**config.mk**
```make
export PLATFORM = sky130hd
export DESIGN_NAME = tlb_lru_fifo_replace
export DESIGN_NICKNAME = d
export VERILOG_FILES = /design/src/sv/tlbr_pkg.sv /design/src/sv/tlb_lru_fifo_replace.sv
export SDC_FILE = /design/constraint.sdc
export NUM_CORES = 2
export LEC_CHECK = 0
export ABC_AREA = 0
export BUFFER_PORTS_ARGS = -buffer_cell sky130_fd_sc_hd__buf_2
export CORE_AREA = 2 2 298 330
export CTS_BUF_LIST = sky130_fd_sc_hd__clkbuf_8
export DETAILED_ROUTE_END_ITERATION = 12
export DIE_AREA = 0 0 300 332
export HOLD_SLACK_MARGIN = 0.15
export PLACE_DENSITY = 0.68
export SLEW_MARGIN = 20
export SYNTH_ARGS = -nofsm -noshare
export SYNTH_HDL_FRONTEND = slang
export SYNTH_SLANG_ARGS = --single-unit
```
**constraint.sdc**
```tcl
create_clock -name clk_i -period 13.8 [get_ports clk_i]
set_input_delay 2.76 -clock clk_i [delete_from_list [all_inputs] [get_ports clk_i]]
set_output_delay 2.76 -clock clk_i [all_outputs]
set_load 0.01 [all_outputs]
```
**src/sv/tlbr_pkg.sv**
```systemverilog
// shared types and constants for the fully associative translation buffer
// no dependencies; imported by tlb_lru_fifo_replace and its checker
`default_nettype none

package tlbr_pkg;

  localparam int EntriesDef   = 16;
  localparam int PageBitsDef  = 20;
  localparam int FrameBitsDef = 20;
  localparam int AgeBitsDef   = 8;

  // op field width and reported slot width are fixed by the stream format
  localparam int OP_W   = 2;
  localparam int SLOT_W = 4;

  typedef enum logic [OP_W-1:0] {
    OP_LOOKUP = 2'd0,
    OP_FILL   = 2'd1,
    OP_FLUSH  = 2'd2
  } op_e;

endpackage

`default_nettype wire

```
**src/sv/tlb_lru_fifo_replace.sv**
```systemverilog
// fully associative translation buffer with lru or fifo replacement
// depends on tlbr_pkg (op codes, field widths, parameter defaults)
//
//  channel   dir  handshake                      contents
//  s_axis    in   s_axis_tvalid / s_axis_tready  tuser: op; tdata: page, frame
//  m_axis    out  m_axis_tvalid / m_axis_tready  tdata: hit, frame_out, slot, evicted
//  cfg       in   cfg_we_i                       cfg_wdata_i: use_lru
//
// one beat per cycle sustained while m_axis_tready is high; a taken beat reaches m_axis through
// the input register, then tag compare / victim tree / state update into the result register
// the victim search is a registered-free compare tree over ENTRIES ages in that one stage
// reset clears valid bits, ages, fifo pointer and pipeline, and selects lru mode
// a stalled result holds the result register; the input register still takes a new beat
// while it is empty, or while the result register is free or being drained
`default_nettype none

module tlb_lru_fifo_replace #(
  parameter int ENTRIES    = tlbr_pkg::EntriesDef,
  parameter int PAGE_BITS  = tlbr_pkg::PageBitsDef,
  parameter int FRAME_BITS = tlbr_pkg::FrameBitsDef,
  parameter int AGE_BITS   = tlbr_pkg::AgeBitsDef
) (
  input  wire logic                     clk_i,
  input  wire logic                     rst_ni,
  input  wire logic                     cfg_we_i,
  input  wire logic                     cfg_wdata_i,
  input  wire logic                     s_axis_tvalid,
  output logic                          s_axis_tready,
  // page_number, frame_number, zero pad
  input  wire logic [((PAGE_BITS+FRAME_BITS+7)/8)*8-1:0] s_axis_tdata,
  // op
  input  wire logic [tlbr_pkg::OP_W-1:0] s_axis_tuser,
  output logic                          m_axis_tvalid,
  input  wire logic                     m_axis_tready,
  // hit, frame_out, slot, evicted, zero pad
  output logic [((FRAME_BITS+tlbr_pkg::SLOT_W+2+7)/8)*8-1:0] m_axis_tdata
);
  import tlbr_pkg::*;

  localparam int IDX_W       = $clog2(ENTRIES);
  localparam int LEAVES      = 1 << IDX_W;
  localparam int OUT_W       = FRAME_BITS + SLOT_W + 2;
  localparam int OUT_TDATA_W = ((OUT_W + 7) / 8) * 8;

  localparam logic [AGE_BITS-1:0] AGE_MAX = {AGE_BITS{1'b1}};

  // mode register
  logic use_lru_q;

  // input stage
  logic                  in_valid_q;
  op_e                   in_op_q;
  logic [PAGE_BITS-1:0]  in_page_q;
  logic [FRAME_BITS-1:0] in_frame_q;

  // entry state
  logic [ENTRIES-1:0]    valid_q, valid_d;
  logic [PAGE_BITS-1:0]  tag_q   [ENTRIES];
  logic [FRAME_BITS-1:0] frame_q [ENTRIES];
  logic [AGE_BITS-1:0]   age_q   [ENTRIES];
  logic [AGE_BITS-1:0]   age_d   [ENTRIES];
  logic [AGE_BITS-1:0]   aged    [ENTRIES];
  logic [IDX_W-1:0]      ptr_q, ptr_d;

  // result stage
  logic                   out_valid_q;
  logic [OUT_TDATA_W-1:0] out_data_q, out_data_d;

  logic                  advance;
  logic [ENTRIES-1:0]    match;
  logic                  hit_any;
  logic [IDX_W-1:0]      hit_idx;
  logic [IDX_W-1:0]      free_idx;
  logic                  full;
  logic [IDX_W-1:0]      victim;
  logic [IDX_W-1:0]      target;
  logic                  fill_we;

  logic                  r_hit;
  logic [FRAME_BITS-1:0] r_frame;
  logic [SLOT_W-1:0]     r_slot;
  logic                  r_evict;

  logic [AGE_BITS-1:0]   node_age [1:2*LEAVES-1];
  logic [IDX_W-1:0]      node_idx [1:2*LEAVES-1];

  assign advance       = in_valid_q & (~out_valid_q | m_axis_tready);
  assign s_axis_tready = ~in_valid_q | advance;
  assign m_axis_tvalid = out_valid_q;
  assign m_axis_tdata  = out_data_q;

  // ---------------- mode register ----------------
  always_ff @(posedge clk_i or negedge rst_ni) begin
    if (!rst_ni) begin
      use_lru_q <= 1'b1;
    end else if (cfg_we_i) begin
      use_lru_q <= cfg_wdata_i;
    end
  end

  // ---------------- input register ----------------
  always_ff @(posedge clk_i or negedge rst_ni) begin
    if (!rst_ni) begin
      in_valid_q <= 1'b0;
    end else if (s_axis_tready) begin
      in_valid_q <= s_axis_tvalid;
    end
  end

  always_ff @(posedge clk_i) begin
    if (s_axis_tvalid && s_axis_tready) begin
      in_op_q    <= op_e'(s_axis_tuser);
      in_page_q  <= s_axis_tdata[PAGE_BITS-1:0];
      in_frame_q <= s_axis_tdata[PAGE_BITS+FRAME_BITS-1:PAGE_BITS];
    end
  end

  // ---------------- compare and search ----------------
  always_comb begin
    for (int i = 0; i < ENTRIES; i++) begin
      match[i] = valid_q[i] && (tag_q[i] == in_page_q);
      aged[i]  = (use_lru_q && (age_q[i] != AGE_MAX)) ? age_q[i] + AGE_BITS'(1) : age_q[i];
    end
  end

  assign hit_any = |match;
  assign full    = &valid_q;

  // lowest matching entry and lowest free entry
  always_comb begin
    hit_idx  = '0;
    free_idx = '0;
    for (int i = ENTRIES - 1; i >= 0; i--) begin
      if (match[i]) begin
        hit_idx = IDX_W'(i);
      end
      if (!valid_q[i]) begin
        free_idx = IDX_W'(i);
      end
    end
  end

  // oldest entry after aging, left wins ties so the lower index is kept
  for (genvar g = 0; g < LEAVES; g++) begin : g_leaf
    if (g < ENTRIES) begin : g_real
      assign node_age[LEAVES+g] = aged[g];
    end else begin : g_pad
      assign node_age[LEAVES+g] = '0;
    end
    assign node_idx[LEAVES+g] = IDX_W'(g);
  end

  for (genvar n = 1; n < LEAVES; n++) begin : g_node
    logic take_r;
    assign take_r      = node_age[2*n+1] > node_age[2*n];
    assign node_age[n] = take_r ? node_age[2*n+1] : node_age[2*n];
    assign node_idx[n] = take_r ? node_idx[2*n+1] : node_idx[2*n];
  end

  assign victim = node_idx[1];

  always_comb begin
    if (!full) begin
      target = free_idx;
    end else if (use_lru_q) begin
      target = victim;
    end else begin
      target = ptr_q;
    end
  end

  // ---------------- state update and result ----------------
  always_comb begin
    valid_d = valid_q;
    age_d   = age_q;
    ptr_d   = ptr_q;
    fill_we = 1'b0;
    r_hit   = 1'b0;
    r_frame = '0;
    r_slot  = '0;
    r_evict = 1'b0;
    if (advance) begin
      case (in_op_q)
        OP_LOOKUP: begin
          if (hit_any) begin
            age_d[hit_idx] = '0;
            r_hit          = 1'b1;
            r_frame        = frame_q[hit_idx];
            r_slot         = SLOT_W'(hit_idx);
          end
        end
        OP_FILL: begin
          age_d           = aged;
          age_d[target]   = '0;
          valid_d[target] = 1'b1;
          fill_we         = 1'b1;
          r_slot          = SLOT_W'(target);
          if (full) begin
            r_evict = 1'b1;
            if (!use_lru_q) begin
              ptr_d = (ptr_q == IDX_W'(ENTRIES - 1)) ? '0 : ptr_q + IDX_W'(1);
            end
          end
        end
        OP_FLUSH: begin
          valid_d = '0;
          ptr_d   = '0;
          for (int i = 0; i < ENTRIES; i++) begin
            age_d[i] = '0;
          end
        end
        default: begin
        end
      endcase
    end
    out_data_d = OUT_TDATA_W'({r_evict, r_slot, r_frame, r_hit});
  end

  always_ff @(posedge clk_i or negedge rst_ni) begin
    if (!rst_ni) begin
      valid_q <= '0;
      ptr_q   <= '0;
      for (int i = 0; i < ENTRIES; i++) begin
        age_q[i] <= '0;
      end
    end else begin
      valid_q <= valid_d;
      ptr_q   <= ptr_d;
      age_q   <= age_d;
    end
  end

  always_ff @(posedge clk_i) begin
    if (fill_we) begin
      tag_q[target]   <= in_page_q;
      frame_q[target] <= in_frame_q;
    end
  end

  // ---------------- result register ----------------
  always_ff @(posedge clk_i or negedge rst_ni) begin
    if (!rst_ni) begin
      out_valid_q <= 1'b0;
    end else if (advance) begin
      out_valid_q <= 1'b1;
    end else if (m_axis_tready) begin
      out_valid_q <= 1'b0;
    end
  end

  always_ff @(posedge clk_i) begin
    if (advance) begin
      out_data_q <= out_data_d;
    end
  end

endmodule

`default_nettype wire

```
==> results.py <==
metrics = {
    "run_status": {
        "status": "finished, final reports clean",
    },
    "worst_setup_path": {
        "worst_ep_arrival_time_ps": 12640,
        "cp-endpoint": "frame_q[15][9]",
        "r2r-end": "frame_q[15][9]",
        "reg2regPathDepth": 43,
        "end_kind": "register",
        "timing.rr.start": "age_q[112]",
        "crit_slowest_cell": "o21ai_2",
        "cp.required_ps": 14260,
        "critPathKind": "reg -> reg",
        "r2r_setup_slack_ps": 1630,
        "cp-start-kind": "register",
        "cpPeakStageDelay_ps": 710,
        "crit_fanout": 21,
        "critPathMostFrequentCell": "ha_1",
        "startpoint": "age_q[112]",
    },
    "yosys": {
        "ys_seq_elements": 859,
        "synth_area_sq_um": 43000,
        "synth_edf_count": 708,
        "async_reset_ff_share_pct": 17.6,
        "synth-main-ff-cell": "edfxtp_1",
        "synth_warnings": 0,
        "synth_cell_type_count": 90,
        "netlist_instances": 3518,
        "postSynthAreaPerCell_sq_um": 12.2,
        "ys_seq_area_share_pct": 58.2,
    },
    "sta": {
        "post-route-period-util_pct": 88.2,
        "hold_violations": 0,
        "report.final.slew_viol_count": 0,
        "setup_violations": 0,
        "timing.final.ws_setup_ps": 1630,
        "whs_ps": 524,
        "slew_headroom_pct": 28.2,
        "final.setup.tns_ps": 0,
        "period_needed_ps": 12170,
        "fin_worst_skew_ps": 40.9,
        "max_clock_freq_mhz": 82.1,
        "worst_slew_pin_slew_ps": 1070,
        "rsz0062_at_grt": "false",
    },
    "placement": {
        "dp_hpwl_um": 69500,
        "dp.cells": 4825,
        "numPortBuffers": 75,
        "globalplace.congestion": 0.907,
        "place_ws_ps": 1810,
    },
    "floorplanning": {
        "fp.dieH_um": 332,
        "start_util_pct": 44.6,
        "core_sq_um": 96400,
        "ioPinCount": 82,
        "die_x_um": 300,
        "row_count": 120,
        "dieArea_sq_um": 99600,
    },
    "route": {
        "num_vias": 29100,
        "drtIter0Drc": 2671,
        "drtPass1Iterations": 6,
        "postRouteAntennaNets": 0,
        "route.detailed.drc": 0,
        "wire_per_inst_um": 21.4,
        "viasPerCell": 5.71,
        "routed_wl_um": 109000,
    },
    "global_route": {
        "grt_start_max_net_pins": 92,
        "grt_pass1_vias": 28300,
        "grt_antenna_before_repair": 4,
        "grt.overflow.total": 0,
        "track_usage_pct": 21.8,
        "grt_pass1_wl_um": 167000,
    },
    "power_and_ir_drop": {
        "seqPwrFrac_pct": 37.0,
        "combPwrFrac_pct": 35.4,
        "clock_power_share_pct": 27.6,
        "leakage_nw": 18.4,
        "swShare_pct": 36.7,
        "p_int_w": 0.00521,
        "switching_power_w": 0.00301,
        "power_density_nw_per_um2": 172,
        "total_power_w": 0.00822,
        "ir_worst_vdd_v": 0.000266,
    },
    "layout": {
        "area_delta_synth_final_pct": 11.1,
        "final_nets": 3882,
        "drive_gt1_share_pct": 11.8,
        "fin_cells": 5091,
        "final.fill_count": 8474,
    },
    "clock_network": {
        "clkSinkCount": 859,
        "clockBufferDepth": 3,
        "cts_tree": "yes",
        "cts_root_buffer": "clkbuf_8",
        "cts_buffers": 149,
        "post_cts_resized": 0,
        "path_clk_slew_ps": 60,
        "htreeDepth": 4,
        "cts_setup_buffers": 0,
        "postCtsHoldBufs": 0,
        "clk_latency_ps": 840,
    },
    "run": {
        "drv_cap": 0,
    },
    "worst_hold_path": {
        "hold_class": "reg -> reg",
    },
}
[power groups by stage]
stage	Clock, W	Sequential, W	Combinational (W)
floorplan	0	0.00307	0.00218
global placement	0	0.00309	0.00282
detailed placement	0	0.00309	0.00287
CTS	0.00232	0.00304	0.00288
global route	0.00243	0.00305	0.00322
finish	0.00227	0.00304	0.00291
[cell usage in the layout, fill, tap and decap left out, types with 17 or more instances in the layout]
cell       instances
buf_2             75
nor4_1            44
nor2b_1           27
a21o_1            51
nor2_1           163
inv_1            161
or2_2             28
o21ai_0          125
mux2i_1          194
buf_4             64
nand4_1          158
mux2_2            34
and3_1            29
ha_1             137
nor3_1            27
a31oi_1           36
edfxtp_1         708
clkinv_1          25
nand2b_1          34
and2_1            22
a21oi_1          125
o2bb2ai_1         19
a32oi_1           17
clkbuf_8         164
dfrtp_1          150
xnor2_1          287
nand2_1          369
o22ai_1           31
nand3_1          117
xor2_1           100
[flip-flops by register name, indices dropped and copies added (netlist names)]
name	flops
frame_q	320
tag_q	320
age_q	128
m_axis_tdata	26
in_frame_q	20
in_page_q	20
valid_q	16
ptr_q	4
in_op_q	2
in_valid_q	1
m_axis_tvalid	1
use_lru_q	1
[worst max-delay path: cells and delay by family, from the launching register on]
| family | cells | cell delay [ps] |
|---|---|---|
| flip-flops | 1 | 410 |
| adder cells (fa/ha/maj) | 5 | 1440 |
| AND/OR/NAND/NOR | 14 | 3820 |
| multiplexers | 2 | 600 |
| buffers and inverters | 6 | 1510 |
| AO/OA/AOI/OAI | 15 | 3660 |
| XOR/XNOR | 1 | 300 |
[how the worst min path moves through the flow]
stage / start / end / slack (ps) / cells after the start
2_1_floorplan: in_valid_q / m_axis_tvalid / 460 / 1
3_3_place_gp: age_q[28] / age_q[28] / 500 / 1
3_5_place_dp: age_q[46] / age_q[46] / 520 / 2
4_1_cts: age_q[46] / age_q[46] / 530 / 2
5_1_grt: age_q[21] / age_q[21] / 560 / 1
6_report: age_q[4] / age_q[4] / 520 / 2
[cell type report]
class / count / area [sq um] / area share (%)
Timing Repair Buffer: 141 / 882 / 1.85
Sequential cell: 859 / 25000 / 52.4
Multi-Input combinational cell: 2431 / 17000 / 35.5
Clock buffer: 164 / 2260 / 4.72
Tap cell: 1281 / 1600 / 3.35
Antenna cell: 1 / 2.50 / 0.00523
Clock inverter: 99 / 636 / 1.33
Inverter: 115 / 432 / 0.903
[Yosys cell counts (24+ instances only)]
cell | number | area share (%)
o22ai_1 | 32 | 0.47
nor4_1 | 48 | 0.70
nor2_1 | 171 | 1.5
clkbuf_1 | 34 | 0.30
and3_1 | 29 | 0.42
or2_2 | 28 | 0.41
inv_1 | 113 | 0.99
a21oi_1 | 125 | 1.5
mux2i_1 | 194 | 4.5
nand2b_1 | 34 | 0.49
o21ai_0 | 125 | 1.5
nand2_1 | 369 | 3.2
a21o_1 | 51 | 0.89
nor3_1 | 32 | 0.37
xor2_1 | 100 | 2.0
edfxtp_1 | 708 | 49
nand4_1 | 158 | 2.3
and2_1 | 24 | 0.35
nor2b_1 | 27 | 0.39
ha_1 | 137 | 4.0
dfrtp_1 | 150 | 8.7
buf_2 | 30 | 0.35
mux2_2 | 34 | 0.89
a31oi_1 | 36 | 0.52
nand3_1 | 117 | 1.4
buf_4 | 30 | 0.52
xnor2_1 | 287 | 5.8
[logic make-up (layout without fill, tap and decap cells)]
kind of cell	after synthesis	after routing	share of synthesized area [%]
AOI/OAI and AO/OA	563	563	8.83
xor gates and xnor gates	389	389	7.95
adders and majority gates	137	137	3.98
buffers and inverters	233	519	2.77
DFF	859	859	58.2
muxes	228	228	5.40
other	1	7	0.00871
and+or+nand+nor	1108	1108	12.9
[per-layer routing]
layer / share of wire, % / vias to the layer above / GRT usage (%)
met5: 0 / - / 0
met4: 3.2 / 0 / 7.90
met3: 6.4 / 228 / 4.17
li1: - / 13500 / -
met1: 43 / 14400 / 28.7
met2: 48 / 974 / 35.9
[stage by stage]
step | instance area (sq um) | util (%)
after floorplan | 43100 | -
after global placement | 44900 | 46.6
after detailed placement | 44900 | 46.6
after CTS | 47800 | 49.6
after global routing | 47800 | 49.6
final | 47800 | 49.6
Power figures use the tool's default switching activity.
